### config.mk
export PLATFORM = sky130hd
export DESIGN_NAME = window_motion_threshold_top_flat
export DESIGN_NICKNAME = d
export VERILOG_FILES = /design/src/rtl/core/wmt_pkg.sv /design/src/rtl/core/wmt_if.sv /design/src/rtl/core/window_motion_threshold_top.sv /design/src/flat_wrapper.sv
export SDC_FILE = /design/constraint.sdc
export NUM_CORES = 1
export LEC_CHECK = 0
export ABC_AREA = 1
export BUFFER_PORTS_ARGS = -buffer_cell sky130_fd_sc_hd__buf_2
export CAP_MARGIN = 20
export CORE_MARGIN = 1
export CORE_UTILIZATION = 57
export CTS_CLUSTER_DIAMETER = 40
export DETAILED_ROUTE_END_ITERATION = 6
export PLACE_DENSITY = 0.78
export SYNTH_ARGS = -nofsm -noshare
export SYNTH_HDL_FRONTEND = slang
export SYNTH_SLANG_ARGS = --single-unit
### constraint.sdc
create_clock -name clk -period 5.5 [get_ports clk]
set_clock_uncertainty 0.2 [all_clocks]
set_input_delay 1.1 -clock clk [delete_from_list [all_inputs] [get_ports clk]]
set_output_delay 1.1 -clock clk [all_outputs]
set_load 0.01 [all_outputs]
### src/rtl/core/wmt_pkg.sv
// Types, constants and helper functions for the window threshold block.
// Used by the channel interfaces, the top level and the checker; depends on nothing.
`default_nettype none

package wmt_pkg;

  localparam int PIX_BITS      = 8;
  localparam int SUM_BITS      = PIX_BITS + 1;
  localparam int RND_BITS      = SUM_BITS + 1;
  localparam int TYPE_BITS     = 3;
  localparam int SHIFT_BITS    = 4;
  localparam int HALF_BITS     = 8;
  localparam int FIXED_BITS    = 9;
  localparam int CFG_IDX_BITS  = 3;
  localparam int CFG_DATA_BITS = 9;

  // Register indexes on the configuration port
  localparam logic [CFG_IDX_BITS-1:0] REG_THRESH_TYPE  = 3'd0;
  localparam logic [CFG_IDX_BITS-1:0] REG_V_SHIFT      = 3'd1;
  localparam logic [CFG_IDX_BITS-1:0] REG_V_HALF       = 3'd2;
  localparam logic [CFG_IDX_BITS-1:0] REG_H_SHIFT      = 3'd3;
  localparam logic [CFG_IDX_BITS-1:0] REG_H_HALF       = 3'd4;
  localparam logic [CFG_IDX_BITS-1:0] REG_FIXED_QUARTER = 3'd5;
  localparam logic [CFG_IDX_BITS-1:0] REG_FIXED_HALF   = 3'd6;

  // Threshold type codes
  localparam logic [TYPE_BITS-1:0] TT_COMP4   = 3'd0;
  localparam logic [TYPE_BITS-1:0] TT_COMP8   = 3'd1;
  localparam logic [TYPE_BITS-1:0] TT_SPREAD4 = 3'd2;
  localparam logic [TYPE_BITS-1:0] TT_SPREAD8 = 3'd3;
  localparam logic [TYPE_BITS-1:0] TT_RANGE4  = 3'd4;

  localparam logic [TYPE_BITS-1:0]  THRESH_TYPE_RST = TT_COMP8;
  localparam logic [FIXED_BITS-1:0] FIXED_RST       = {FIXED_BITS{1'b1}};

  typedef logic [PIX_BITS-1:0] pix_t;
  typedef logic [SUM_BITS-1:0] sum_t;

  // Group extremes and centre after the first stage
  typedef struct packed {
    pix_t c;
    pix_t vlo;
    pix_t vhi;
    pix_t hlo;
    pix_t hhi;
  } ext_t;

  // Candidate bases after the second stage
  typedef struct packed {
    pix_t sv;
    pix_t sh;
    pix_t sall;
    pix_t rng;
  } cand_t;

  function automatic pix_t umin(input pix_t a, input pix_t b);
    return (a < b) ? a : b;
  endfunction

  function automatic pix_t umax(input pix_t a, input pix_t b);
    return (a > b) ? a : b;
  endfunction

  function automatic pix_t adif(input pix_t a, input pix_t b);
    return (a > b) ? (a - b) : (b - a);
  endfunction

  // Largest distance from the centre to either group extreme
  function automatic pix_t spread(input pix_t c, input pix_t lo, input pix_t hi);
    return umax(adif(c, lo), adif(c, hi));
  endfunction

endpackage

`default_nettype wire

### src/rtl/core/wmt_if.sv
// Valid/ready channel interfaces for window input and threshold output.
// Payload types come from wmt_pkg.
`default_nettype none

interface wmt_in_if;
  import wmt_pkg::*;

  logic valid;
  logic ready;
  pix_t pix_top_left;
  pix_t pix_top;
  pix_t pix_top_right;
  pix_t pix_left;
  pix_t pix_center;
  pix_t pix_right;
  pix_t pix_bottom_left;
  pix_t pix_bottom;
  pix_t pix_bottom_right;

  modport source (
    output valid, pix_top_left, pix_top, pix_top_right, pix_left, pix_center,
           pix_right, pix_bottom_left, pix_bottom, pix_bottom_right,
    input  ready
  );

  modport sink (
    input  valid, pix_top_left, pix_top, pix_top_right, pix_left, pix_center,
           pix_right, pix_bottom_left, pix_bottom, pix_bottom_right,
    output ready
  );
endinterface

interface wmt_out_if;
  import wmt_pkg::*;

  logic valid;
  logic ready;
  pix_t quarter_thresh;
  pix_t half_thresh;

  modport source (output valid, quarter_thresh, half_thresh, input ready);
  modport sink   (input valid, quarter_thresh, half_thresh, output ready);
endinterface

`default_nettype wire

### src/rtl/core/window_motion_threshold_top.sv
// Window threshold block: four-stage pipeline from a 3x3 window to two thresholds.
// Depends on wmt_pkg and the channel interfaces in wmt_if.sv.
`default_nettype none

// Takes one 3x3 window per cycle and returns a quarter threshold (t+2)>>2 and a
// half threshold (t+1)>>1, where the base t follows thresh_type. Each window
// passes through the stages in order (group min/max, spreads and range, rounding
// shift and type select, final rounding and fixed override in the output
// register) and a new one enters every cycle. A stall on the output holds the
// occupied stages in place while empty ones keep filling, so the input stays
// ready while a result waits until all four stages hold a window. Configuration
// is written through cfg_we/cfg_index/cfg_wdata and should only change while no
// window is in flight.
module window_motion_threshold_top (
  input  logic                              clk,
  input  logic                              rst_n,
  wmt_in_if.sink                            in_ch,
  wmt_out_if.source                         out_ch,
  input  logic                              cfg_we,
  input  logic [wmt_pkg::CFG_IDX_BITS-1:0]  cfg_index,
  input  logic [wmt_pkg::CFG_DATA_BITS-1:0] cfg_wdata
);
  import wmt_pkg::*;

  // Configuration registers
  logic [TYPE_BITS-1:0]  thresh_type_r;
  logic [SHIFT_BITS-1:0] v_shift_r;
  logic [HALF_BITS-1:0]  v_half_r;
  logic [SHIFT_BITS-1:0] h_shift_r;
  logic [HALF_BITS-1:0]  h_half_r;
  logic [FIXED_BITS-1:0] fixed_quarter_r;
  logic [FIXED_BITS-1:0] fixed_half_r;

  always_ff @(posedge clk) begin
    if (!rst_n) begin
      thresh_type_r   <= THRESH_TYPE_RST;
      v_shift_r       <= '0;
      v_half_r        <= '0;
      h_shift_r       <= '0;
      h_half_r        <= '0;
      fixed_quarter_r <= FIXED_RST;
      fixed_half_r    <= FIXED_RST;
    end else if (cfg_we) begin
      case (cfg_index)
        REG_THRESH_TYPE:   thresh_type_r   <= cfg_wdata[TYPE_BITS-1:0];
        REG_V_SHIFT:       v_shift_r       <= cfg_wdata[SHIFT_BITS-1:0];
        REG_V_HALF:        v_half_r        <= cfg_wdata[HALF_BITS-1:0];
        REG_H_SHIFT:       h_shift_r       <= cfg_wdata[SHIFT_BITS-1:0];
        REG_H_HALF:        h_half_r        <= cfg_wdata[HALF_BITS-1:0];
        REG_FIXED_QUARTER: fixed_quarter_r <= cfg_wdata[FIXED_BITS-1:0];
        REG_FIXED_HALF:    fixed_half_r    <= cfg_wdata[FIXED_BITS-1:0];
        default: ;
      endcase
    end
  end

  // Pipeline control: a stage loads when it is empty or the next one moves
  logic s1_v_r, s2_v_r, s3_v_r, out_v_r;
  logic s1_rdy, s2_rdy, s3_rdy, out_rdy;

  assign out_rdy     = !out_v_r || out_ch.ready;
  assign s3_rdy      = !s3_v_r  || out_rdy;
  assign s2_rdy      = !s2_v_r  || s3_rdy;
  assign s1_rdy      = !s1_v_r  || s2_rdy;
  assign in_ch.ready = s1_rdy;

  always_ff @(posedge clk) begin
    if (!rst_n) begin
      s1_v_r  <= 1'b0;
      s2_v_r  <= 1'b0;
      s3_v_r  <= 1'b0;
      out_v_r <= 1'b0;
    end else begin
      if (s1_rdy)  s1_v_r  <= in_ch.valid;
      if (s2_rdy)  s2_v_r  <= s1_v_r;
      if (s3_rdy)  s3_v_r  <= s2_v_r;
      if (out_rdy) out_v_r <= s3_v_r;
    end
  end

  // Stage 1: group minimum and maximum
  logic use8;
  pix_t v4lo, v4hi, v8lo, v8hi;
  ext_t s1_nxt, s1_r;

  assign use8 = !(thresh_type_r == TT_COMP4 || thresh_type_r == TT_SPREAD4 ||
                  thresh_type_r == TT_RANGE4);

  always_comb begin
    v4lo = umin(in_ch.pix_top, in_ch.pix_bottom);
    v4hi = umax(in_ch.pix_top, in_ch.pix_bottom);
    v8lo = umin(umin(v4lo, in_ch.pix_top_left),
                umin(in_ch.pix_top_right,
                     umin(in_ch.pix_bottom_left, in_ch.pix_bottom_right)));
    v8hi = umax(umax(v4hi, in_ch.pix_top_left),
                umax(in_ch.pix_top_right,
                     umax(in_ch.pix_bottom_left, in_ch.pix_bottom_right)));
    s1_nxt.c   = in_ch.pix_center;
    s1_nxt.vlo = use8 ? v8lo : v4lo;
    s1_nxt.vhi = use8 ? v8hi : v4hi;
    s1_nxt.hlo = umin(in_ch.pix_left, in_ch.pix_right);
    s1_nxt.hhi = umax(in_ch.pix_left, in_ch.pix_right);
  end

  always_ff @(posedge clk) begin
    if (s1_rdy && in_ch.valid) s1_r <= s1_nxt;
  end

  // Stage 2: spreads from the centre and the full range
  pix_t  alo, ahi;
  cand_t s2_nxt, s2_r;

  always_comb begin
    alo         = umin(s1_r.vlo, s1_r.hlo);
    ahi         = umax(s1_r.vhi, s1_r.hhi);
    s2_nxt.sv   = spread(s1_r.c, s1_r.vlo, s1_r.vhi);
    s2_nxt.sh   = spread(s1_r.c, s1_r.hlo, s1_r.hhi);
    s2_nxt.sall = spread(s1_r.c, alo, ahi);
    s2_nxt.rng  = umax(ahi, s1_r.c) - umin(alo, s1_r.c);
  end

  always_ff @(posedge clk) begin
    if (s2_rdy && s1_v_r) s2_r <= s2_nxt;
  end

  // Stage 3: rounding shift per group and base select
  sum_t atv, ath, t_nxt, t_r;

  always_comb begin
    atv = (SUM_BITS'(s2_r.sv) + SUM_BITS'(v_half_r)) >> v_shift_r;
    ath = (SUM_BITS'(s2_r.sh) + SUM_BITS'(h_half_r)) >> h_shift_r;
    case (thresh_type_r)
      TT_COMP4, TT_COMP8:     t_nxt = (atv > ath) ? atv : ath;
      TT_SPREAD4, TT_SPREAD8: t_nxt = SUM_BITS'(s2_r.sall);
      default:                t_nxt = SUM_BITS'(s2_r.rng);
    endcase
  end

  always_ff @(posedge clk) begin
    if (s3_rdy && s2_v_r) t_r <= t_nxt;
  end

  // Stage 4: final rounding and fixed override into the output register
  logic [RND_BITS-1:0] q_full, h_full;
  pix_t q_nxt, h_nxt, q_r, h_r;

  always_comb begin
    q_full = (RND_BITS'(t_r) + RND_BITS'(2)) >> 2;
    h_full = (RND_BITS'(t_r) + RND_BITS'(1)) >> 1;
    // sign bit clear means the fixed value replaces the computed one
    q_nxt  = fixed_quarter_r[FIXED_BITS-1] ? PIX_BITS'(q_full)
                                           : PIX_BITS'(fixed_quarter_r[FIXED_BITS-2:0]);
    h_nxt  = fixed_half_r[FIXED_BITS-1] ? PIX_BITS'(h_full)
                                        : PIX_BITS'(fixed_half_r[FIXED_BITS-2:0]);
  end

  always_ff @(posedge clk) begin
    if (out_rdy && s3_v_r) begin
      q_r <= q_nxt;
      h_r <= h_nxt;
    end
  end

  assign out_ch.valid          = out_v_r;
  assign out_ch.quarter_thresh = q_r;
  assign out_ch.half_thresh    = h_r;

endmodule

`default_nettype wire

### src/flat_wrapper.sv
// flat-port wrapper written by rule: the top's interface ports become plain ports
module window_motion_threshold_top_flat import wmt_pkg::*;
  (clk, rst_n, cfg_we, cfg_index, cfg_wdata, in_ch_valid, in_ch_pix_top_left, in_ch_pix_top, in_ch_pix_top_right, in_ch_pix_left, in_ch_pix_center, in_ch_pix_right, in_ch_pix_bottom_left, in_ch_pix_bottom, in_ch_pix_bottom_right, in_ch_ready, out_ch_valid, out_ch_quarter_thresh, out_ch_half_thresh, out_ch_ready);
  wmt_in_if in_ch_i ();
  wmt_out_if out_ch_i ();
  input  logic clk;
  input  logic rst_n;
  input  logic cfg_we;
  input  logic [wmt_pkg::CFG_IDX_BITS-1:0] cfg_index;
  input  logic [wmt_pkg::CFG_DATA_BITS-1:0] cfg_wdata;
  input wire logic [$bits(in_ch_i.valid)-1:0] in_ch_valid;
  input wire logic [$bits(in_ch_i.pix_top_left)-1:0] in_ch_pix_top_left;
  input wire logic [$bits(in_ch_i.pix_top)-1:0] in_ch_pix_top;
  input wire logic [$bits(in_ch_i.pix_top_right)-1:0] in_ch_pix_top_right;
  input wire logic [$bits(in_ch_i.pix_left)-1:0] in_ch_pix_left;
  input wire logic [$bits(in_ch_i.pix_center)-1:0] in_ch_pix_center;
  input wire logic [$bits(in_ch_i.pix_right)-1:0] in_ch_pix_right;
  input wire logic [$bits(in_ch_i.pix_bottom_left)-1:0] in_ch_pix_bottom_left;
  input wire logic [$bits(in_ch_i.pix_bottom)-1:0] in_ch_pix_bottom;
  input wire logic [$bits(in_ch_i.pix_bottom_right)-1:0] in_ch_pix_bottom_right;
  output wire logic [$bits(in_ch_i.ready)-1:0] in_ch_ready;
  output wire logic [$bits(out_ch_i.valid)-1:0] out_ch_valid;
  output wire logic [$bits(out_ch_i.quarter_thresh)-1:0] out_ch_quarter_thresh;
  output wire logic [$bits(out_ch_i.half_thresh)-1:0] out_ch_half_thresh;
  input wire logic [$bits(out_ch_i.ready)-1:0] out_ch_ready;
  assign in_ch_i.valid = in_ch_valid;
  assign in_ch_i.pix_top_left = in_ch_pix_top_left;
  assign in_ch_i.pix_top = in_ch_pix_top;
  assign in_ch_i.pix_top_right = in_ch_pix_top_right;
  assign in_ch_i.pix_left = in_ch_pix_left;
  assign in_ch_i.pix_center = in_ch_pix_center;
  assign in_ch_i.pix_right = in_ch_pix_right;
  assign in_ch_i.pix_bottom_left = in_ch_pix_bottom_left;
  assign in_ch_i.pix_bottom = in_ch_pix_bottom;
  assign in_ch_i.pix_bottom_right = in_ch_pix_bottom_right;
  assign in_ch_ready = in_ch_i.ready;
  assign out_ch_valid = out_ch_i.valid;
  assign out_ch_quarter_thresh = out_ch_i.quarter_thresh;
  assign out_ch_half_thresh = out_ch_i.half_thresh;
  assign out_ch_i.ready = out_ch_ready;
  window_motion_threshold_top u_core (.clk(clk), .rst_n(rst_n), .in_ch(in_ch_i), .out_ch(out_ch_i), .cfg_we(cfg_we), .cfg_index(cfg_index), .cfg_wdata(cfg_wdata));
endmodule
# == After elaboration in Yosys (flattened, before gate mapping) ==
# Index checks and enable logic that the tools add are counted.
# totals
reg_bits,146
input_bits,89
output_inout_bits,18
elab_cells,134
# op_classes
addsub,17
n_lt_le_gt_ge,26
n_eq_ne,10
n_shift,2
muxes,31
reduce_logical,25
# op_table
operator,n
8-bit 2-to-1 mux,29
8-bit > comparator,17
8-bit subtractor,13
8-bit < comparator,8
8-bit by 8-bit adder with 9-bit output,2
9-bit one-hot mux with 2 select lines,1
9-bit by 4-bit >> shifter with 9-bit output,2
2-bit AND reduction,7
3-bit by 2-bit == test with 1-bit output (second input constant),4
3-bit == test (second input constant),4
9-bit by 2-bit adder with 10-bit output (second input constant),1
9-bit by 1-bit adder with 9-bit output (second input constant),1
9-bit > comparator,1
9-bit 2-to-1 mux,1
3-bit by 1-bit == test with 1-bit output (second input constant),2
3-bit zero test,2
1-bit logical OR,6
1-bit logical AND,4
1-bit zero test,4
2-bit OR reduction,2

# == Logic depth before layout (Yosys ltp) ==
# Gate-level depths: netlist of run 1.
# logic_depth
ltp_word,7
ltp_mapped,33
ltp_nobuf,32

# == Worst setup path after synthesis of run 1 ==
# No wires, ideal clock.
# synth_timing
kind,input to register
start,input port in_ch_pix_bottom[7]
end,register u_core.s1_r[20] (netlist bit) (data pin)
setup_ps,254
t_arrival_ps,5326
setup_slack_ps,-280
path_stages,26
n_path_buf,3
cell_sequence,inv_1 > ha_1 > a21o_1 > nor2_1 > nand2_2 > o21ai_1 > clkbuf_1 > o21ai_0 > ha_1 > nand2_1 > o21ai_0 > nand2_1 > a21oi_1 > clkbuf_1 > o21a_1 > inv_1 > ha_1 > nand2_1 > o21ai_0 > nand2_1 > a32oi_1 > inv_1 > clkbuf_1 > or2_2 > nand3_1 > nand2_1
# synth_rtl
element,line_no,rtl
"start, declared",flat_wrapper.sv:19,input wire logic [$bits(in_ch_i.pix_bottom)-1:0] in_ch_pix_bottom;
"end signal, assigned",window_motion_threshold_top.sv:106,if (s1_rdy && in_ch.valid) s1_r <= s1_nxt;
"end, declared",window_motion_threshold_top.sv:84,"ext_t s1_nxt, s1_r;"

==> results of run 1 <==
-- worst paths after layout --
check                                               start                   endpoint  depth (start not counted)
worst min-delay path            u_core.fixed_quarter_r[0]  u_core.fixed_quarter_r[0]                          2
worst min register to register  u_core.fixed_quarter_r[0]  u_core.fixed_quarter_r[0]                          2
worst max-delay path                       u_core.s1_r[7]            u_core.s2_r[12]                         29
worst max register to register             u_core.s1_r[7]            u_core.s2_r[12]                         29
-- cells in the mapped netlist (3+ instances only) --
| cell type | n | area (µm²) |
|---|---|---|
| a211oi_1 | 13 | 97.6 |
| a21o_1 | 6 | 45.0 |
| a21oi_1 | 146 | 731 |
| a221oi_1 | 3 | 26.3 |
| a31oi_1 | 6 | 37.5 |
| buf_2 | 4 | 20.0 |
| clkbuf_1 | 37 | 139 |
| clkinv_1 | 7 | 26.3 |
| dfxtp_1 | 49 | 981 |
| edfxtp_1 | 97 | 2910 |
| fa_1 | 15 | 300 |
| ha_1 | 233 | 2920 |
| inv_1 | 282 | 1060 |
| mux2i_1 | 17 | 170 |
| nand2_1 | 522 | 1960 |
| nand2_2 | 6 | 37.5 |
| nand2_4 | 3 | 33.8 |
| nand3_1 | 77 | 385 |
| nand3b_1 | 5 | 37.5 |
| nand4_1 | 12 | 75.1 |
| nor2_1 | 125 | 469 |
| nor3_1 | 5 | 25.0 |
| o211ai_1 | 28 | 210 |
| o21ai_0 | 216 | 1080 |
| o21ai_1 | 19 | 95.1 |
| o21ai_2 | 7 | 61.3 |
| o21bai_1 | 13 | 97.6 |
| o22ai_1 | 6 | 37.5 |
| or2_2 | 7 | 43.8 |
| xnor2_1 | 17 | 149 |
| xor2_1 | 43 | 377 |
-- sequential cells by signal, summed over array words and instances, names as in the netlist --
signal,cells
u_core.s1_r,40
u_core.s2_r,32
u_core.fixed_half_r,9
u_core.fixed_quarter_r,9
u_core.t_r,9
u_core.h_half_r,8
u_core.out_ch.half_thresh,8
u_core.out_ch.quarter_thresh,8
u_core.v_half_r,8
u_core.h_shift_r,4
u_core.v_shift_r,4
u_core.thresh_type_r,3
u_core.out_ch.valid,1
u_core.s1_v_r,1
u_core.s2_v_r,1
u_core.s3_v_r,1
-- final cells by class --
type | count | area (µm²) | area share (%)
multi-input cells | 1568 | 9790 | 57.0
clock inverters | 15 | 211 | 1.23
flip-flops and latches | 146 | 3890 | 22.7
well taps | 330 | 413 | 2.40
repair inverters | 1 | 7.51 | 0.0437
clock buffers | 17 | 425 | 2.47
inverters | 291 | 1100 | 6.38
repair buffers | 209 | 1350 | 7.87
-- cell families (layout without fill, tap and decap cells) --
family,Yosys count,after routing,share of synthesized area [%]
xor gates and xnor gates,60,60,3.55
muxes,18,18,1.22
and+or+nand+nor,768,768,21.1
DFF,146,146,26.3
adders and majority gates,248,248,21.7
AOI/OAI and AO/OA,474,474,17.7
buffers and inverters,333,533,8.54
-- power by group through the flow --
stage | combinational (mW) | sequential (mW) | clock [mW]
2_1_floorplan | 3.82 | 1.74 | 0
3_3_place_gp | 5.35 | 1.79 | 0
3_5_place_dp | 5.53 | 1.79 | 0
4_1_cts | 5.57 | 1.77 | 1.28
5_1_grt | 6.65 | 1.79 | 1.33
6_report | 5.88 | 1.77 | 1.27
-- worst max-delay path: cells and delay by family (launching register included) --
family                   cells  cell delay [ps]
buffers and inverters        4              620
multiplexers                 1              260
AO/OA/AOI/OAI                9             1050
flip-flops                   1              460
adder cells (fa/ha/maj)      4             1160
XOR/XNOR                     1              180
AND/OR/NAND/NOR             10              960
-- routing by layer --
metal  vias to the layer above  wire length [µm]  GRT usage, %
li1                       7215                 -             -
met1                      6536             16900          36.2
met2                       511             20500          57.4
met3                       130              2220          4.32
met4                         0              1870          16.0
met5                         -                 0             0
-- timing repair --
action | in CTS | in global routing
cloned | 0 | 1
pin swaps | 0 | 7
endpoints found under the setup margin | 1 | 20
buffers inserted | 0 | 3
gates resized for setup | 1 | 49
hold buffers | 0 | 0
==> results.cfg, run 1 <==
[global_route]
grt_max_degree = 47
grt_pass1_vias = 14000
grt_pass1_wl_um = 67000
grt-ovfl-total = 0
antenna_found_initial = 0
gr-usage-all-layers_pct = 31.7

[synthesis]
ys_async_sr_fraction_pct = 0
ys.flop_type = edfxtp_1
syn_inst = 2047
synth_seq_cells = 146
syn_nets = 2384
synth.yosys.seq_area_share_pct = 26.3
avgSynthCellArea_um2 = 7.24
synth_area_um2 = 14800
ys.warnings.count = 0
synth_edf_count = 97
synth.distinct_cells = 47

[clock_tree]
clk_latency_ps = 430
cts_root_buf = clkbuf_16
clk_pin_slew_ps = 70
htreeDepth = 4
clock-sinks = 146
cts_tree = done
numCtsBuffers = 17
clockBufferDepth = 2

[timing]
layout_setup_ws_ps = 317
timing.final.crit_share_pct = 94.2
relSlewSlack_pct = 35.4
holdWs_ps = 271
slew_violations = 0
period_minus_slack_ps = 5180
worstMarginPinSlew_ps = 964
finalSetupViolCount = 0
final.setup.tns_ps = 0
hold_viol = 0
rsz0062_at_grt = true
fmax_ghz = 0.193

[power_and_ir_drop]
seq_power_share_pct = 19.9
power_frac_clock_pct = 14.3
irDropWorstVdd_v = 0.000387
switching_power_mw = 4.18
internal-power_mw = 4.75
pwr-share-comb_pct = 65.9
power_mw = 8.93
leakage_nw = 8.65
switching_share_pct = 46.8
powerDensity_nw_per_um2 = 520

[critical_path]
slowest_stage = edfxtp_1
crit_top_cell = nand2_1
arrival_ps = 5150
worstSetupPathType = reg2reg
cpPeakStageDelay_ps = 460
critPathLaunchType = flop
r2r_slack_ps = 320
worstPathRequired_ps = 5460
cp_max_fo = 6
endpoint_kind = flop

[final_layout]
final_cell_mix = 518 x nand2_1, 281 x inv_1, 232 x ha_1
stdcell_count = 2577
nFillCells = 2108
drive_gt1_share_pct = 13.5
areaGrowthSynthToFinish_pct = 16.0
nets = 2571
layout_commonest_cell = nand2_1
final_util_pct = 67.9
diodes = 0
design_area_um2 = 17200

[routing]
drc = 0
drtAntennaViolNets = 0
routedWlPerCell_um = 16.1
vias = 14400
wl_um = 41500
viasPerCell = 5.58
drt_pass1_iterations = 5
drt_iter0_markers = 1129

[floorplan]
core_um2 = 25300
die-area_um2 = 26600
row_count = 58
dieWidth_um = 163
ioPinCount = 107
start_util_pct = 58.5
dieHeight_um = 163

[job]
cap_violations = 0

[worst_hold_path]
worstHoldPathType = reg2reg

[placement]
pre_cts_slack_ps = -271
portBuffers = 106
dpl.hpwl_um = 33200
gp_congestion = 1.04
place_inst = 2540
placed_cell_area_um2 = 16400

[outcome]
outcome = completed
(Power assumes the default switching activity.)
==> run 2: changes to the inputs <==
Settings changed: BUFFER_PORTS_ARGS -buffer_cell sky130_fd_sc_hd__buf_2 to unset, CAP_MARGIN 20 to unset, CORE_UTILIZATION 57 to 60, DONT_BUFFER_PORTS set to 1, REMOVE_ABC_BUFFERS set to 1.
==> run 2 against run 1 <==
Net effect: sequential cell count is the same; maximum frequency fell by 1.5%; combinational power about the same.
==> results.cfg, run 2 (synthesis results as in run 1) <==
[final_layout]
nFillCells = 2057
design_area_um2 = 16400
regMostFlops = u_core.s1_r
drive_gt1_share_pct = 7.88
nets = 2431
diodes = 0
layout_commonest_cell = nand2_1
largestRegisters = u_core.s1_r x40, u_core.s2_r x32
areaGrowthSynthToFinish_pct = 10.6
final_util_pct = 67.6
stdcell_count = 2431
largest_reg_flops = 40
final_cell_mix = 518 x nand2_1, 279 x inv_1, 227 x ha_1

[timing]
hold_viol = 0
slew_violations = 0
fmax_ghz = 0.190
layout_setup_ws_ps = 237
holdWs_ps = 260
worstMarginPinSlew_ps = 1220
period_minus_slack_ps = 5260
finalSetupViolCount = 0
relSlewSlack_pct = 18.6
final.setup.tns_ps = 0
timing.final.crit_share_pct = 95.7

[global_route]
grt_pass1_vias = 13400
grt_max_degree = 47
antenna_found_initial = 0
grt-ovfl-total = 0
gr-usage-all-layers_pct = 31.4
grt_pass1_wl_um = 63700

[placement]
portBuffers = 0
dpl.hpwl_um = 31400
gp_congestion = 1.06
placed_cell_area_um2 = 15500
pre_cts_slack_ps = -92.1
place_inst = 2386

[routing]
drtAntennaViolNets = 0
wl_um = 40000
vias = 14000
drt_pass1_iterations = 6
drt_iter0_markers = 1090
routedWlPerCell_um = 16.5
drc = 0
viasPerCell = 5.74

[critical_path]
arrival_ps = 5320
slowest_stage = o21ai_0
crit_top_cell = nand2_1
critPathLaunch = u_core.s1_r[9]
critPathLaunchType = flop
cp_num_buf_inv = 3
worstSetupPathType = reg2reg
r2r_start = u_core.s1_r[9]
setup.worst_path.end = u_core.s2_r[13]
endpoint_kind = flop
worst_r2r_path_depth = 27
reg2reg_to = u_core.s2_r[13]
cp.depth = 27
worstPathRequired_ps = 5560
cpPeakStageDelay_ps = 480
cp_max_fo = 5
r2r_slack_ps = 240
critPathTopFamily = compound AO/OA/AOI/OAI gates

[clock_tree]
htreeDepth = 4
clk_latency_ps = 440
clock-sinks = 146
clockBufferDepth = 2
cts_tree = done
numCtsBuffers = 17
clk_pin_slew_ps = 80
cts_root_buf = clkbuf_16

[floorplan]
ioPinCount = 107
dieWidth_um = 159
dieHeight_um = 159
core_um2 = 24200
start_util_pct = 61.1
die-area_um2 = 25300
row_count = 57

[power_and_ir_drop]
leakage_nw = 8.02
powerDensity_nw_per_um2 = 538
power_mw = 8.82
irDropWorstVdd_v = 0.000465

[job]
cap_violations = 0

[worst_hold_path]
worstHoldPathType = reg2reg
min_from = u_core.fixed_half_r[0]

[outcome]
outcome = completed
-- run 2: area by class of cell --
cell class / count / area [µm²] / area share [%]
clock inverter: 15 / 161 / 0.985
tap: 324 / 405 / 2.47
multi-input combinational: 1569 / 9880 / 60.3
timing repair inverter: 1 / 5.00 / 0.0305
clock buffer: 17 / 425 / 2.60
inverter: 291 / 1100 / 6.69
sequential: 146 / 3890 / 23.8
timing repair buffer: 68 / 518 / 3.16
-- run 2: worst reg2reg max path, delay by kind of cell, from the launching register on --
| family | cells | cell delay [ps] |
|---|---|---|
| buffers and inverters | 3 | 430 |
| XOR/XNOR | 1 | 260 |
| adder cells (fa/ha/maj) | 3 | 920 |
| flip-flops | 1 | 420 |
| AND/OR/NAND/NOR | 9 | 830 |
| AO/OA/AOI/OAI | 11 | 2040 |
-- run 2: where the power goes --
part           total [mW]  switching [mW]  leakage [nW]  internal, mW
clock network        1.19           0.545         0.286         0.647
registers            1.78           0.134          1.32          1.64
logic                5.85            3.49          6.41          2.36
-- run 2: how the worst min path moves through the flow --
stage                                   to  slack (ps)  cells past startpoint
floorplan           u_core.fixed_half_r[0]         230                      2
global placement    u_core.fixed_half_r[1]         240                      2
detailed placement  u_core.fixed_half_r[0]         240                      2
CTS                 u_core.fixed_half_r[0]         260                      2
global route                 u_core.s2_v_r         290                      2
finish              u_core.fixed_half_r[0]         260                      2
-- run 2: what timing repair did --
item,4_1_cts,5_1_grt
pin swaps,0,15
setup endpoints to repair,8,12
gates cloned,0,2
hold buffers,0,0
setup buffers,0,11
gates resized for setup,1,56
-- run 2: layer usage --
| layer | track usage (%) | wire, µm |
|---|---|---|
| met4 | 16.6 | 1910 |
| met3 | 4.92 | 2600 |
| met5 | 0 | 0 |
| met2 | 55.5 | 19300 |
| met1 | 36.6 | 16200 |
==> run 3: changes to the inputs <==
Settings changed: GPL_ROUTABILITY_DRIVEN set to 0, PLACE_DENSITY 0.78 to 0.75.
Clock period 5.5 ns to 6.43 ns, I/O delays scaled along.
==> run 3 against run 2 <==
Net effect: worst hold slack improved by 3.5 ps; final area decreased by 3.6%; combinational power decreased by 26%; total power decreased by 22%; sequential share of layout area increased by 0.89 points; register-to-register slack improved by 180 ps.
==> results.cfg, run 3 (synthesis results as in run 1) <==
[outcome]
outcome = completed

[timing]
slew_violations = 0
timing.final.crit_share_pct = 93.5
rsz0062_at_grt = false
hold_viol = 0
layout_setup_ws_ps = 421
final.setup.tns_ps = 0
worstMarginPinSlew_ps = 1230
fmax_ghz = 0.166
period_minus_slack_ps = 6010
holdWs_ps = 263
finalSetupViolCount = 0
relSlewSlack_pct = 17.7

[power_and_ir_drop]
irDropWorstVdd_v = 0.000258
power_mw = 6.86
leakage_nw = 7.77
powerDensity_nw_per_um2 = 434

[final_layout]
largestRegisters = u_core.s1_r x40, u_core.s2_r x32
areaGrowthSynthToFinish_pct = 6.57
regMostFlops = u_core.s1_r
final_util_pct = 65.1
drive_gt1_share_pct = 4.09
final_cell_mix = 522 x nand2_1, 281 x inv_1, 233 x ha_1
diodes = 0
stdcell_count = 2377
layout_commonest_cell = nand2_1
largest_reg_flops = 40
nets = 2377
design_area_um2 = 15800

[routing]
drtAntennaViolNets = 0
drt_pass1_iterations = 6
drt_iter0_markers = 992
routedWlPerCell_um = 16.0
viasPerCell = 5.68
drc = 0
wl_um = 38100
vias = 13500

[critical_path]
crit_top_cell = nand2_1
slowest_stage = edfxtp_1
critPathLaunchType = flop
arrival_ps = 5980
critPathTopFamily = compound AO/OA/AOI/OAI gates
endpoint_kind = flop
worstSetupPathType = reg2reg
cp_num_buf_inv = 3
worstPathRequired_ps = 6400
cp_max_fo = 16
cpPeakStageDelay_ps = 500

[clock_tree]
clock-sinks = 146
cts_tree = done
post_cts.repair.setup_buffers = 0
cts_root_buf = clkbuf_16
clockBufferDepth = 2
clk_latency_ps = 440
clk_pin_slew_ps = 70
htreeDepth = 4
numCtsBuffers = 17

[floorplan]
dieHeight_um = 159
dieWidth_um = 159
row_count = 57
die-area_um2 = 25300
start_util_pct = 61.1
core_um2 = 24200
ioPinCount = 107

[worst_hold_path]
worstHoldPathType = reg2reg

[placement]
dpl.hpwl_um = 30900
place_inst = 2345
placed_cell_area_um2 = 15200
pre_cts_slack_ps = 239
portBuffers = 0

[global_route]
antenna_found_initial = 0
grt-ovfl-total = 0
gr-usage-all-layers_pct = 30.3
grt_pass1_vias = 13000
grt_max_degree = 47
grt_pass1_wl_um = 62200

[job]
cap_violations = 0
-- run 3: cell types whose count changed in the layout (fill, tap and decap cells not counted), moves of 4 or more --
cell / previous run / this run
nand2_2: 10 / 6
clkinv_8: 0 / 4
inv_6: 4 / 0
buf_4: 66 / 16
o21ai_0: 201 / 210
o21ai_1: 30 / 24
ha_1: 227 / 233
nand2_1: 518 / 522
ha_4: 5 / 0
-- run 3: metal layers --
metal | up-vias | GRT usage, % | wire, µm | part of all wire (%)
met4 | 0 | 16.3 | 2120 | 5.5
met2 | 495 | 53.4 | 17900 | 47
met3 | 123 | 4.01 | 2220 | 5.8
li1 | 6829 | - | - | -
met5 | - | 0 | 0 | 0
met1 | 6050 | 35.9 | 15900 | 42
-- run 3: worst paths after layout --
kind,from,end,slack [ps],cells after the start
worst min-delay path,u_core.fixed_half_r[6],u_core.fixed_half_r[6],260,2
worst max register to register,u_core.s1_r[9],u_core.s2_r[7],420,27
worst min register to register,u_core.fixed_half_r[6],u_core.fixed_half_r[6],260,2
worst max-delay path,u_core.s1_r[9],u_core.s2_r[7],420,27
-- run 3: report_power, final --
part,switching [mW],internal (mW)
logic,2.75,1.56
clock network,0.490,0.528
registers,0.121,1.40
-- run 3: final cells by class --
| type | instances | area (µm²) |
|---|---|---|
| fill | 2137 | 8460 |
| clock buffer | 17 | 425 |
| timing repair buffer | 16 | 120 |
| tap | 324 | 405 |
| multi-input combinational | 1568 | 9680 |
| inverter | 291 | 1090 |
| sequential | 146 | 3890 |
| clock inverter | 15 | 180 |
-- run 3: what timing repair did --
action / CTS / global route
endpoints found under the setup margin: 0 / 6
gates resized for setup: 0 / 10
hold buffers: 0 / 0
-- run 3: worst reg2reg max path, delay by kind of cell, from the launching register on --
kind,cells,cell delay [ps]
XOR/XNOR,2,250
adder cells (fa/ha/maj),4,1240
flip-flops,1,500
buffers and inverters,3,510
AND/OR/NAND/NOR,5,660
AO/OA/AOI/OAI,13,2350
